===== config.mk =====
export PLATFORM = sky130hd
export DESIGN_NAME = rms_block_power_average
export DESIGN_NICKNAME = d
export VERILOG_FILES = /design/src/rtl/rbpa_pkg.sv /design/src/rtl/rms_block_power_average.sv /design/src/rtl/rbpa_cmpsub.sv /design/src/rtl/rbpa_accum.sv
export SDC_FILE = /design/constraint.sdc
export NUM_CORES = 1
export LEC_CHECK = 0
export BUFFER_PORTS_ARGS = -buffer_cell sky130_fd_sc_hd__buf_2
export CORE_AREA = 2 2 204 206
export CTS_BUF_LIST = sky130_fd_sc_hd__clkbuf_4 sky130_fd_sc_hd__clkbuf_8 sky130_fd_sc_hd__clkbuf_16
export DETAILED_ROUTE_END_ITERATION = 10
export DIE_AREA = 0 0 206 208
export GPL_ROUTABILITY_DRIVEN = 0
export PLACE_DENSITY = 0.74
export SYNTH_ARGS = -nofsm -noshare
export SYNTH_HDL_FRONTEND = slang
export SYNTH_HIERARCHICAL = 1
export SYNTH_SLANG_ARGS = --single-unit

===== constraint.sdc =====
create_clock -name clk -period 6.69 [get_ports clk]
set_clock_uncertainty 0.2 [all_clocks]
set_input_delay 1.338 -clock clk [delete_from_list [all_inputs] [get_ports clk]]
set_output_delay 1.338 -clock clk [all_outputs]
set_load 0.02 [all_outputs]

===== src/rtl/rbpa_pkg.sv =====
`default_nettype none

package rbpa_pkg;

  localparam int unsigned GROUP_SIZE_DEF = 10;
  localparam int unsigned GROUPS_DEF     = 8;

  localparam int unsigned VALUE_W = 16;
  localparam int unsigned SQ_W    = 2 * VALUE_W;
  localparam int unsigned SUM_W   = 36;
  localparam int unsigned CNT_W   = 4;
  localparam int unsigned GRP_W   = 3;
  localparam int unsigned REM_W   = 20;
  localparam int unsigned STEP_W  = 4;

  // The sum is divided in 12-bit digits. The remainder carried between digits
  // is below GROUP_SIZE, so it fits in 4 bits and one digit step sees 16 bits.
  localparam int unsigned DIGIT_W    = 12;
  localparam int unsigned DIV_DIGITS = SUM_W / DIGIT_W;
  localparam int unsigned DREM_W     = 4;
  localparam int unsigned DIGIT_IN_W = DREM_W + DIGIT_W;

  // Reciprocal of GROUP_SIZE scaled by 2^20; exact for 16-bit dividends and
  // divisors from 2 up to 16.
  localparam int unsigned RECIP_SH = DIGIT_IN_W + DREM_W;
  localparam int unsigned RECIP_W  = 20;
  localparam int unsigned PROD_W   = DIGIT_IN_W + RECIP_W;

  // Two division steps per quotient digit, one root bit per root step.
  localparam int unsigned DIV_STEPS  = 2 * DIV_DIGITS;
  localparam int unsigned ROOT_STEPS = VALUE_W;

  localparam int unsigned OUT_W   = 24;
  localparam int unsigned OUT_PAD = OUT_W - VALUE_W - GRP_W;

  typedef struct packed {
    logic load;  // capture the incoming level
    logic add;   // add its square into the group sum
  } acc_ctrl_t;

  typedef struct packed {
    logic [SUM_W-1:0] sum_total;  // group sum including the captured square
    logic             closing;    // captured level completes the group
    logic [GRP_W-1:0] grp;        // index of the current group
    logic             last;       // current group is the last of the frame
  } acc_stat_t;

endpackage

`default_nettype wire


===== src/rtl/rms_block_power_average.sv =====
// Root mean square over groups of short-window RMS levels.
// Input channel s_*: one word per RMS level, unsigned Q8.8 in s_tdata[15:0].
// Output channel m_*: one word per completed group of GROUP_SIZE levels:
// m_tdata[15:0] is the Q8.8 level, m_tdata[18:16] the group index within
// a frame of GROUPS groups, and m_tlast marks the last group of the frame.
// A level that does not complete its group is captured, then squared and
// added, before s_tready rises again. The level that completes a group
// passes capture, square and add, division, square root and the output
// register before the result word is valid: the sum is divided by GROUP_SIZE
// as three 12-bit digits, each one step of reciprocal multiply and one step
// for the remainder on the shared 20-bit compare-subtract unit; that unit
// then yields the 16 bits of the floor square root, one per cycle.
// The result sits in an output register; the next level is accepted while
// it waits. If a further group completes before the receiver takes the
// word, the block holds the new result and s_tready stays low until then.
// Reset clears the group sum, the item count, the group index and the
// output valid; the block is ready in the first cycle after reset.
`default_nettype none

module rms_block_power_average #(
  parameter int unsigned GROUP_SIZE = rbpa_pkg::GROUP_SIZE_DEF,
  parameter int unsigned GROUPS     = rbpa_pkg::GROUPS_DEF
) (
  input  wire logic                           clk,
  input  wire logic                           rst,
  input  wire logic                           s_tvalid,
  output logic                                s_tready,
  input  wire logic [rbpa_pkg::VALUE_W-1:0]   s_tdata,  // [15:0] rms_value
  output logic                                m_tvalid,
  input  wire logic                           m_tready,
  output logic      [rbpa_pkg::OUT_W-1:0]     m_tdata,  // [15:0] level, [18:16] group_index
  output logic                                m_tlast   // last_group
);

  localparam logic [rbpa_pkg::RECIP_W-1:0] RECIP = rbpa_pkg::RECIP_W'(
    ((64'd1 << rbpa_pkg::RECIP_SH) + 64'(GROUP_SIZE) - 64'd1) / 64'(GROUP_SIZE));

  typedef enum logic [4:0] {
    ST_IDLE = 5'b00001,
    ST_SQR  = 5'b00010,
    ST_DIV  = 5'b00100,
    ST_ROOT = 5'b01000,
    ST_DONE = 5'b10000
  } state_t;

  state_t state;

  rbpa_pkg::acc_ctrl_t acc_ctrl;
  rbpa_pkg::acc_stat_t acc_stat;

  logic [rbpa_pkg::SUM_W-1:0]      work;
  logic [rbpa_pkg::REM_W-1:0]      rem;
  logic [rbpa_pkg::VALUE_W-1:0]    root;
  logic [rbpa_pkg::STEP_W-1:0]     step;
  logic [rbpa_pkg::GRP_W-1:0]      pend_grp;
  logic                            pend_last;

  logic [rbpa_pkg::DIGIT_IN_W-1:0] digit_in;
  logic [rbpa_pkg::PROD_W-1:0]     recip_prod;
  logic [rbpa_pkg::DIGIT_W-1:0]    quot_digit;
  logic [rbpa_pkg::DIGIT_W-1:0]    qdig;
  logic [rbpa_pkg::REM_W-1:0]      qd_prod;

  logic [rbpa_pkg::REM_W-1:0]      unit_a;
  logic [rbpa_pkg::REM_W-1:0]      unit_b;
  logic [rbpa_pkg::REM_W-1:0]      unit_diff;
  logic                            unit_ge;

  logic [rbpa_pkg::VALUE_W-1:0]    level_q;
  logic [rbpa_pkg::GRP_W-1:0]      grp_q;
  logic                            last_q;
  logic                            out_free;

  assign s_tready = (state == ST_IDLE);
  assign out_free = ~m_tvalid | m_tready;

  assign acc_ctrl.load = s_tvalid & s_tready;
  assign acc_ctrl.add  = (state == ST_SQR);

  rbpa_accum #(
    .GROUP_SIZE (GROUP_SIZE),
    .GROUPS     (GROUPS)
  ) u_accum (
    .clk   (clk),
    .rst   (rst),
    .ctrl  (acc_ctrl),
    .value (s_tdata),
    .stat  (acc_stat)
  );

  // One division digit: the carried remainder above the next 12 dividend bits,
  // times the scaled reciprocal, gives the quotient digit in bits [31:20].
  assign digit_in   = {rem[rbpa_pkg::DREM_W-1:0],
                       work[rbpa_pkg::SUM_W-1 -: rbpa_pkg::DIGIT_W]};
  assign recip_prod = {{rbpa_pkg::RECIP_W{1'b0}}, digit_in}
                    * {{rbpa_pkg::DIGIT_IN_W{1'b0}}, RECIP};
  assign quot_digit = recip_prod[rbpa_pkg::RECIP_SH +: rbpa_pkg::DIGIT_W];
  assign qd_prod    = {{(rbpa_pkg::REM_W - rbpa_pkg::DIGIT_W){1'b0}}, qdig}
                    * rbpa_pkg::REM_W'(GROUP_SIZE);

  // During division the unit forms the digit remainder; the root brings down
  // two radicand bits and tries the next root bit with (root << 2) | 1.
  always_comb begin
    if (state == ST_DIV) begin
      unit_a = {{(rbpa_pkg::REM_W - rbpa_pkg::DIGIT_IN_W){1'b0}}, digit_in};
      unit_b = qd_prod;
    end else begin
      unit_a = {rem[rbpa_pkg::REM_W-3:0], work[31:30]};
      unit_b = {{(rbpa_pkg::REM_W - rbpa_pkg::VALUE_W - 2){1'b0}}, root, 2'b01};
    end
  end

  rbpa_cmpsub u_cmpsub (
    .a    (unit_a),
    .b    (unit_b),
    .diff (unit_diff),
    .ge   (unit_ge)
  );

  always_ff @(posedge clk) begin
    if (rst) begin
      state <= ST_IDLE;
    end else begin
      unique case (state)
        ST_IDLE: begin
          if (s_tvalid) begin
            state <= ST_SQR;
          end
        end
        ST_SQR: begin
          state <= acc_stat.closing ? ST_DIV : ST_IDLE;
        end
        ST_DIV: begin
          if (step == '0) begin
            state <= ST_ROOT;
          end
        end
        ST_ROOT: begin
          if (step == '0) begin
            state <= ST_DONE;
          end
        end
        ST_DONE: begin
          if (out_free) begin
            state <= ST_IDLE;
          end
        end
        default: begin
          state <= ST_IDLE;
        end
      endcase
    end
  end

  always_ff @(posedge clk) begin
    unique case (state) inside
      ST_SQR: begin
        work      <= acc_stat.sum_total;
        rem       <= '0;
        step      <= rbpa_pkg::STEP_W'(rbpa_pkg::DIV_STEPS - 1);
        pend_grp  <= acc_stat.grp;
        pend_last <= acc_stat.last;
      end
      ST_DIV: begin
        // Odd steps register the quotient digit; even steps shift the digit into the
        // low end of work and, all but the last, keep the remainder.
        if (step[0]) begin
          qdig <= quot_digit;
          step <= step - 1'b1;
        end else if (step == '0) begin
          work <= {work[rbpa_pkg::SUM_W-rbpa_pkg::DIGIT_W-1:0], qdig};
          rem  <= '0;
          root <= '0;
          step <= rbpa_pkg::STEP_W'(rbpa_pkg::ROOT_STEPS - 1);
        end else begin
          work <= {work[rbpa_pkg::SUM_W-rbpa_pkg::DIGIT_W-1:0], qdig};
          rem  <= unit_diff;
          step <= step - 1'b1;
        end
      end
      ST_ROOT: begin
        work <= {work[rbpa_pkg::SUM_W-3:0], 2'b00};
        rem  <= unit_ge ? unit_diff : unit_a;
        root <= {root[rbpa_pkg::VALUE_W-2:0], unit_ge};
        step <= step - 1'b1;
      end
      ST_IDLE, ST_DONE: begin
      end
      default: begin
      end
    endcase
  end

  always_ff @(posedge clk) begin
    if (rst) begin
      m_tvalid <= 1'b0;
    end else if (state == ST_DONE && out_free) begin
      m_tvalid <= 1'b1;
    end else if (m_tready) begin
      m_tvalid <= 1'b0;
    end
  end

  always_ff @(posedge clk) begin
    if (state == ST_DONE && out_free) begin
      level_q <= root;
      grp_q   <= pend_grp;
      last_q  <= pend_last;
    end
  end

  assign m_tdata = {{rbpa_pkg::OUT_PAD{1'b0}}, grp_q, level_q};
  assign m_tlast = last_q;

endmodule

`default_nettype wire


===== src/rtl/rbpa_cmpsub.sv =====
`default_nettype none

module rbpa_cmpsub (
  input  wire logic [rbpa_pkg::REM_W-1:0] a,
  input  wire logic [rbpa_pkg::REM_W-1:0] b,
  output logic      [rbpa_pkg::REM_W-1:0] diff,
  output logic                            ge
);

  logic [rbpa_pkg::REM_W:0] wide;

  // The extra top bit is the borrow; no borrow means a >= b.
  assign wide = {1'b0, a} - {1'b0, b};
  assign diff = wide[rbpa_pkg::REM_W-1:0];
  assign ge   = ~wide[rbpa_pkg::REM_W];

endmodule

`default_nettype wire


===== src/rtl/rbpa_accum.sv =====
`default_nettype none

module rbpa_accum #(
  parameter int unsigned GROUP_SIZE = rbpa_pkg::GROUP_SIZE_DEF,
  parameter int unsigned GROUPS     = rbpa_pkg::GROUPS_DEF
) (
  input  wire logic                              clk,
  input  wire logic                              rst,
  input  wire rbpa_pkg::acc_ctrl_t               ctrl,
  input  wire logic [rbpa_pkg::VALUE_W-1:0]      value,
  output rbpa_pkg::acc_stat_t                    stat
);

  logic [rbpa_pkg::VALUE_W-1:0] x;
  logic [rbpa_pkg::SQ_W-1:0]    sq;
  logic [rbpa_pkg::SUM_W-1:0]   sum;
  logic [rbpa_pkg::CNT_W-1:0]   count;
  logic [rbpa_pkg::GRP_W-1:0]   grp;

  assign sq = x * x;

  assign stat.sum_total = sum + {{(rbpa_pkg::SUM_W - rbpa_pkg::SQ_W){1'b0}}, sq};
  assign stat.closing   = (count == rbpa_pkg::CNT_W'(GROUP_SIZE - 1));
  assign stat.grp       = grp;
  assign stat.last      = (grp == rbpa_pkg::GRP_W'(GROUPS - 1));

  always_ff @(posedge clk) begin
    if (ctrl.load) begin
      x <= value;
    end
  end

  always_ff @(posedge clk) begin
    if (rst) begin
      sum   <= '0;
      count <= '0;
      grp   <= '0;
    end else if (ctrl.add) begin
      if (stat.closing) begin
        sum   <= '0;
        count <= '0;
        grp   <= stat.last ? '0 : grp + 1'b1;
      end else begin
        sum   <= stat.sum_total;
        count <= count + 1'b1;
      end
    end
  end

endmodule

`default_nettype wire


Word level (Yosys, flattened, before mapping)

Cells that the tools add are included.

Add/subtract/negate cells: 5
Multipliers: 3
Div/mod/pow operators: 0
Magnitude comparators: 0
Equal/unequal tests: 12
Shift operators: 0
Muxes and demuxes: 25
Bitwise logic cells: 4
Reductions and logical operators: 10

Operators with widths:

| operator               | count |
|---|---|
| $pmux 36 s3            | 1 |
| $mux 18                | 4 |
| $mux 36                | 2 |
| $pmux 18 s3            | 1 |
| $add 36x32->36         | 1 |
| $mul 16x16->32         | 1 |
| $mux 16                | 2 |
| $pmux 16 s2            | 1 |
| $mul 16x16->31 const B | 1 |
| $pmux 5 s5             | 1 |
| $sub 20x18->21         | 1 |
| $mux 20                | 1 |
| $mux 5                 | 4 |
| $mul 12x3->15 const B  | 1 |
| $mux 4                 | 3 |
| $pmux 4 s3             | 1 |
| $ne 2x2->1 const B     | 5 |
| $mux 3                 | 2 |
| $reduce_and 2->1       | 3 |
| $eq 5x1->1 const B     | 1 |
| $eq 5x2->1 const B     | 1 |
| $eq 5x3->1 const B     | 1 |
| $eq 5x4->1 const B     | 1 |
| $eq 5x5->1 const B     | 1 |
| other kinds (15)       | 18 |

Bits in registers: 175
Bits in latches: 0
Memory bits (writable): 0
Bits in read-only memories: 0
Input port bits: 20
Output and inout bits: 27
Logic and storage cells: 75
Memories kept: 0

Depth between registers and ports, before layout

Gate-level depths: netlist of the first run.

Depth after elaboration: 6
Gate-level depth with buffers: 26
Gate-level depth less buffers: 24

By module

Netlist of the first run, hierarchy kept.

Modules (own cells, without submodules):

| module                  | instances | cells each | area each (sq um) | seq. area each (sq um) |
|---|---|---|---|---|
| rbpa_accum              | 1         | 1,253      | 11,010.6          | 1,341.3 |
| rms_block_power_average | 1         | 953        | 10,108.4          | 3,423.3 |
| rbpa_cmpsub             | 1         | 164        | 1,089.8           | 0.0 |

Least setup slack after synthesis of the first run

Ideal clock, no wire load.

Kind: reg2reg
Start: register u_accum/x[9] in the netlist's numbering
End: register work[33] in the netlist's numbering (data pin)
Library setup time: 0.259 ns
Data arrival time: 5.847 ns
Data required time: 6.231 ns
Slack: 0.384 ns
Stages on the path, launching flop included: 26
Path buffers: 2
Clock period less this slack: 6.306 ns
Cell sequence: edfxtp_1 clkbuf_1 and2_1 inv_1 fa_1 inv_1 fa_1 inv_1 fa_1 inv_1 fa_1 fa_1 inv_1 fa_1 inv_1 ha_1 buf_6 a21oi_1 o21a_1 o221ai_1 nor2b_1 or3b_1 a31oi_1 xnor2_1 nand2_1 nand2_1

RTL lines:

| what                   | line                           | RTL |
|---|---|---|
| from (decl)            | rbpa_accum.sv:14               | `logic [rbpa_pkg::VALUE_W-1:0] x;` |
| from (signal assigned) | rbpa_accum.sv:29               | `x <= value;` |
| to (signal assigned)   | rms_block_power_average.sv:158 | `work <= acc_stat.sum_total;` |
| to (signal assigned)   | rms_block_power_average.sv:171 | `work <= {work[rbpa_pkg::SUM_W-rbpa_pkg::DIGIT_W-1:0], qdig};` |
| to (signal assigned)   | rms_block_power_average.sv:176 | `work <= {work[rbpa_pkg::SUM_W-rbpa_pkg::DIGIT_W-1:0], qdig};` |
| to (decl)              | rms_block_power_average.sv:51  | `logic [rbpa_pkg::SUM_W-1:0] work;` |

==> summary.md, run 1 <==
| Metric | Value |
|---|---|
| Crit path launch type | `flop` |
| Area of the mapped netlist | `22100 um2` |
| CTS buffer count | `17` |
| I/O Pins | `47` |
| Reg2Reg Depth | `21` |
| DIE HEIGHT | `208 um` |
| Crit-path max FO | `8` |
| Layout cells sized above 1 | `8.05%` |
| Vias after detailed routing | `16365` |
| First-pass iteration count of the detailed router | `5` |
| Starting density of the core | `54.5%` |
| Initial antenna violation count | `0` |
| Fillers | `3391` |
| Placed inst area | `23000 um2` |
| DRC Markers | `0` |
| Cell Rows | `74` |
| Max_cap viols | `0` |
| Max clock buf depth | `2` |
| Grt ovf | `0` |
| R2R Setup Slk | `0.19 ns` |
| Yosys warnings | `6` |
| Vias in the first global route | `17103` |
| Vias/cell | `5.54` |
| Final Max Tran Viols | `0` |
| Cells after synthesis | `2355` |
| DR iter-0 viols | `1167` |
| CTS tree | `yes` |
| Avg WL per Cell | `17.2 um` |
| Largest net degree at the start of global routing | `77` |
| Root buffer selected by CTS | `clkbuf_16` |
| Final Cell Area | `23800 um2` |
| Total track usage | `24.7%` |
| Avg Cell Area, Syn | `9.39 um2` |
| Final worst path period need | `6.50 ns` |
| Multi-input logic area | `15100 um2` |
| Reg-to-reg endpoint | `work[23]` |
| Crit path kind | `flop to flop` |
| Hold buffers post-CTS | `0` |
| Nets | `2985` |
| Critical Path AT | `6.62 ns` |
| Final period utilization | `97.2%` |
| Port Buf Inserts | `41` |
| Status | `finished, final reports clean` |
| Register Area | `4760 um2` |
| Achievable frequency | `154 MHz` |
| First-pass GRT wire length | `84700 um` |
| Die W | `206 um` |
| Worst R2R Start | `u_accum/x[5]` |
| Final WS setup | `0.188 ns` |
| Setup WS pre-CTS | `0.111 ns` |
| HP Class | `flop to flop` |
| Final wirelength | `50800 um` |
| Antenna-violating nets left | `0` |
| Critical Path RT | `6.81 ns` |
| Area grow syn2layout | `7.73%` |
| Hold Path Stages | `0` |
| Endpoints failing setup | `0` |
| Ant diodes | `0` |
| Hold Crit Start | `pend_last` |
| Hold-critical path endpoint | `m_tlast` |
| Detailed placement HPWL | `40900 um` |
| Worst-case headroom to the max-slew limit | `30.8%` |
| Clk pin slew, worst setup/hold paths | `0.08 ns` |
| Least-Margin Pin Slew | `1.03 ns` |
| Final hold vios | `0` |
| Clk sinks | `175` |
| Core box area | `40600 um2` |
| CTS H-tree depth | `4` |
| Die ar. | `42800 um2` |
| Critical path capture point type | `flop` |
| Worst skew pair latency | `0.46 ns` |
## sequential cells by signal, summed over array words and instances, names as in the netlist, 4 cells and up
name,cells
level_q,16
qdig,12
rem,18
root,16
state,5
step,4
u_accum/count,4
u_accum/sum,36
u_accum/x,16
work,36
## worst max-delay path, stage by stage, from the launching register on
cell and delay, ns:
edfxtp_1 0.52, buf_4 0.19, and2_1 0.19, fa_1 0.49, inv_1 0.05, fa_1 0.47, inv_1 0.06, fa_1 0.52
fa_1 0.53, fa_1 0.56, inv_1 0.06, fa_1 0.52, inv_1 0.05, ha_2 0.40, nand4_1 0.27, o31ai_1 0.36
buf_4 0.20, a21oi_2 0.08, buf_4 0.15, xnor2_1 0.28, nand2_1 0.12, nand2_1 0.10
## layout by cell type (no fill, tap or decap), drive strengths merged, types with 25 or more instances in the layout
master	count
a21o	25
a21oi	104
a22oi	35
and2	69
buf	104
dfxtp	49
edfxtp	126
fa	277
ha	279
inv	539
nand2	281
nand3	33
nor2	90
o21ai	60
xnor2	56
xor2	26
## per-layer routing
metal | GRT usage [%] | vias up | wire length (um)
met5 | 0 | - | 0
met4 | 7.71 | 0 | 1490
met3 | 3.96 | 97 | 2860
met2 | 40.6 | 506 | 24300
met1 | 33.3 | 8055 | 22100
li1 | - | 7707 | -
## worst max-delay path by stage
stage / from / end / cells after the start
2_1_floorplan: u_accum/x[9] / work[33] / 25
3_3_place_gp: u_accum/x[15] / work[34] / 22
3_5_place_dp: u_accum/x[15] / work[34] / 22
4_1_cts: u_accum/x[15] / work[34] / 22
5_1_grt: u_accum/x[6] / work[27] / 23
6_report: u_accum/x[5] / work[23] / 21
## per-stage QoR
step                utilization [%]  hold WS (ns)  std cells  TNS (ns)
finish                         58.7         0.224       2954         0
global route                   58.7         0.237       2954  -0.00161
CTS                            58.2         0.226       2931         0
detailed placement             56.6         0.212       2899         0
global placement               56.6         0.200       2899         0
floorplan                         -         0.200       2361         0
## final cells by class
type                            count  share of cell area (%)
Inverter                          529                    8.34
Clock buffer                       17                    1.79
Clock inverter                     15                   0.888
Timing Repair Buffer              104                    2.85
Sequential cell                   175                    20.0
Multi-Input combinational cell   1582                    63.3
Tap cell                          532                    2.79
## what timing repair did
item / 4_1_cts / 5_1_grt
endpoints found under the hold margin: 0 / 0
gates resized for setup: 0 / 16
endpoints found under the setup margin: 0 / 26
buffers inserted: 0 / 23
Power of run 1 is left out: the tool's default activity adds up to more than one toggle a clock period on the data nets, which glitch-free logic cannot reach.
==> run 2: changes to the inputs <==
--- a/config.mk
+++ b/config.mk
@@ -5,11 +5,12 @@
 export SDC_FILE = /design/constraint.sdc
 export NUM_CORES = 1
 export LEC_CHECK = 0
+export ABC_AREA = 1
 export BUFFER_PORTS_ARGS = -buffer_cell sky130_fd_sc_hd__buf_2
-export CORE_AREA = 2 2 204 206
+export CORE_AREA = 2 2 212 214
 export CTS_BUF_LIST = sky130_fd_sc_hd__clkbuf_4 sky130_fd_sc_hd__clkbuf_8 sky130_fd_sc_hd__clkbuf_16
 export DETAILED_ROUTE_END_ITERATION = 10
-export DIE_AREA = 0 0 206 208
+export DIE_AREA = 0 0 214 216
 export GPL_ROUTABILITY_DRIVEN = 0
 export PLACE_DENSITY = 0.74
 export SYNTH_ARGS = -nofsm -noshare
==> run 2 against run 1 <==
Compared with the run above: setup slack improved by 0.13 ns; fmax increased by 2.1%; utilization decreased by 0.85 points; sequential share of layout area decreased by 1.2 points; critical path type unchanged.
==> summary.md, run 2 <==
| Metric | Value |
|---|---|
| Max clock buf depth | `2 (unchanged)` |
| R2R Setup Slk | `0.32 ns (+0.13 ns)` |
| Crit path kind | `flop to flop` |
| Placed inst area | `24600 um2 (+7.1%)` |
| DIE HEIGHT | `216 um (+3.8%)` |
| Non-Filler Instances | `3716 (+26%)` |
| Final hold vios | `0 (unchanged)` |
| Cells after synthesis | `3086 (+31%)` |
| Die W | `214 um (+3.9%)` |
| Starting density of the core | `54.5% (about the same)` |
| Placed Cells incl. Taps | `3669 (+27%)` |
| Vias in the first global route | `19567 (+14%)` |
| Endpoints failing setup | `0 (unchanged)` |
| Final hold slack | `0.225 ns (+0.000618 ns)` |
| Hold buffers post-CTS | `0 (unchanged)` |
| Worst-case headroom to the max-slew limit | `15.0% (-16 points)` |
| Initial antenna violation count | `0 (unchanged)` |
| Port Buf Inserts | `41 (unchanged)` |
| Status | `finished, final reports clean` |
| Cell Rows | `77 (+4.1%)` |
| DRC Markers | `0 (unchanged)` |
| Grt ovf | `0 (unchanged)` |
| Final worst path period need | `6.37 ns (-0.135 ns)` |
| Area of the mapped netlist | `23900 um2 (+8.0%)` |
| Core box area | `43800 um2 (+8.1%)` |
| Final Cell Area | `25400 um2 (+6.5%)` |
| I/O Pins | `47 (unchanged)` |
| Avg WL per Cell | `15.1 um (-12%)` |
| First-pass GRT wire length | `94300 um (+11%)` |
| Setup TNS | `0 ns (unchanged)` |
| Root buffer selected by CTS | `clkbuf_16` |
| CTS H-tree depth | `4 (unchanged)` |
| Final period utilization | `95.2% (-2.0 points)` |
| CTS tree | `yes` |
| Ant diodes | `0 (unchanged)` |
| Crit-path max FO | `16 (+8)` |
| Vias/cell | `5.12 (-7.5%)` |
| Detailed placement HPWL | `46700 um (+14%)` |
| Least-Margin Pin Slew | `1.27 ns (+0.235 ns)` |
| Yosys warnings | `6 (unchanged)` |
| Layout cells sized above 1 | `5.25% (-2.8 points)` |
| Max_cap viols | `0 (unchanged)` |
| Largest net degree at the start of global routing | `55 (-29%)` |
| Avg Cell Area, Syn | `7.74 um2 (-18%)` |
| First-pass iteration count of the detailed router | `5 (unchanged)` |
| Most common cell after layout, fill and taps aside | `inv_1` |
| Total track usage | `25.1% (+0.46 points)` |
| Area grow syn2layout | `6.21%` |
| DR iter-0 viols | `1287 (+10%)` |
| Commonest cells after routing, fill and taps aside | `inv_1, nand2_1, ha_1` |
| Critical path capture point type | `flop` |
| Critical Path AT | `6.34 ns (-0.28 ns)` |
| RSZ-0062 raised after global routing | `no` |
| Die ar. | `46200 um2 (+7.9%)` |
| Biggest regs | `u_accum/sum (36), work (36), rem (18)` |
| Achievable frequency | `157 MHz (+2.1%)` |
| Clk sinks | `175 (unchanged)` |
| Clk pin slew, worst setup/hold paths | `0.08 ns (about the same)` |
| Antenna-violating nets left | `0 (unchanged)` |
| Crit path launch type | `flop` |
| Fillers | `3894 (+15%)` |
| Critical Path RT | `6.66 ns (-0.15 ns)` |
| Worst skew pair latency | `0.45 ns (about the same)` |
| CTS buffer count | `17 (unchanged)` |
| Nets | `3687 (+24%)` |
| HP Class | `flop to flop` |
| Final Max Tran Viols | `0 (unchanged)` |
| Vias after detailed routing | `19043 (+16%)` |
| Final wirelength | `56100 um (+10%)` |
==> run 2: layout make-up <==
| class | count | area, um2 | share of cell area, % |
|---|---|---|---|
| flip-flops and latches | 175 | 4760 | 18.8 |
| clock buffers | 17 | 425 | 1.68 |
| multi-input cells | 1953 | 15400 | 60.8 |
| well taps | 592 | 741 | 2.92 |
| clock inverters | 15 | 218 | 0.858 |
| repair buffers | 69 | 440 | 1.74 |
| inverters | 895 | 3360 | 13.2 |
==> run 2: metrics by stage <==
stage / utilization (%) / setup slack, ns
finish: 57.9 / 0.323
CTS: 57.6 / 0.220
detailed placement: 56.1 / 0.249
global placement: 56.1 / 0.380
floorplan: - / 0.644
global route: 57.9 / 0.0107
==> run 2: worst max-delay path: stages, from the launching register on <==
cell	delay, ns
edfxtp_1	0.67
nand2_1	0.21
inv_1	0.08
fa_1	0.53
inv_1	0.06
fa_1	0.51
fa_1	0.52
inv_1	0.05
fa_1	0.47
fa_1	0.55
inv_1	0.05
fa_1	0.53
inv_1	0.04
ha_1	0.36
nand2_2	0.15
inv_1	0.05
nand2_1	0.06
nand2_1	0.07
a21oi_1	0.21
nand2_2	0.14
nand2_1	0.11
nand3_1	0.10
and2_1	0.18
nand2_1	0.06
o221ai_1	0.11
==> run 2: per-layer routing <==
| layer | routed length [um] | vias to the layer above | GRT usage [%] | part of all wire (%) |
|---|---|---|---|---|
| met5 | 0 | - | 0 | 0 |
| met1 | 23900 | 9076 | 32.4 | 43 |
| met4 | 1950 | 0 | 8.74 | 3.5 |
| met2 | 27400 | 599 | 43.8 | 49 |
| li1 | - | 9248 | - | - |
| met3 | 2920 | 120 | 3.03 | 5.2 |
==> run 2: path summary, 6_finish.rpt <==
check	to	startpoint	depth (start not counted)
max	work[27]	u_accum/x[10]	24
min	grp_q[1]	pend_grp[1]	0
max reg2reg	work[27]	u_accum/x[10]	24
min reg2reg	grp_q[1]	pend_grp[1]	0
==> run 2: repair_timing <==
action | in CTS | in global routing
gates resized for setup | 0 | 0
endpoints found under the setup margin | 0 | 5
buffers inserted | 0 | 15
Power of run 2 is left out for the same reason.
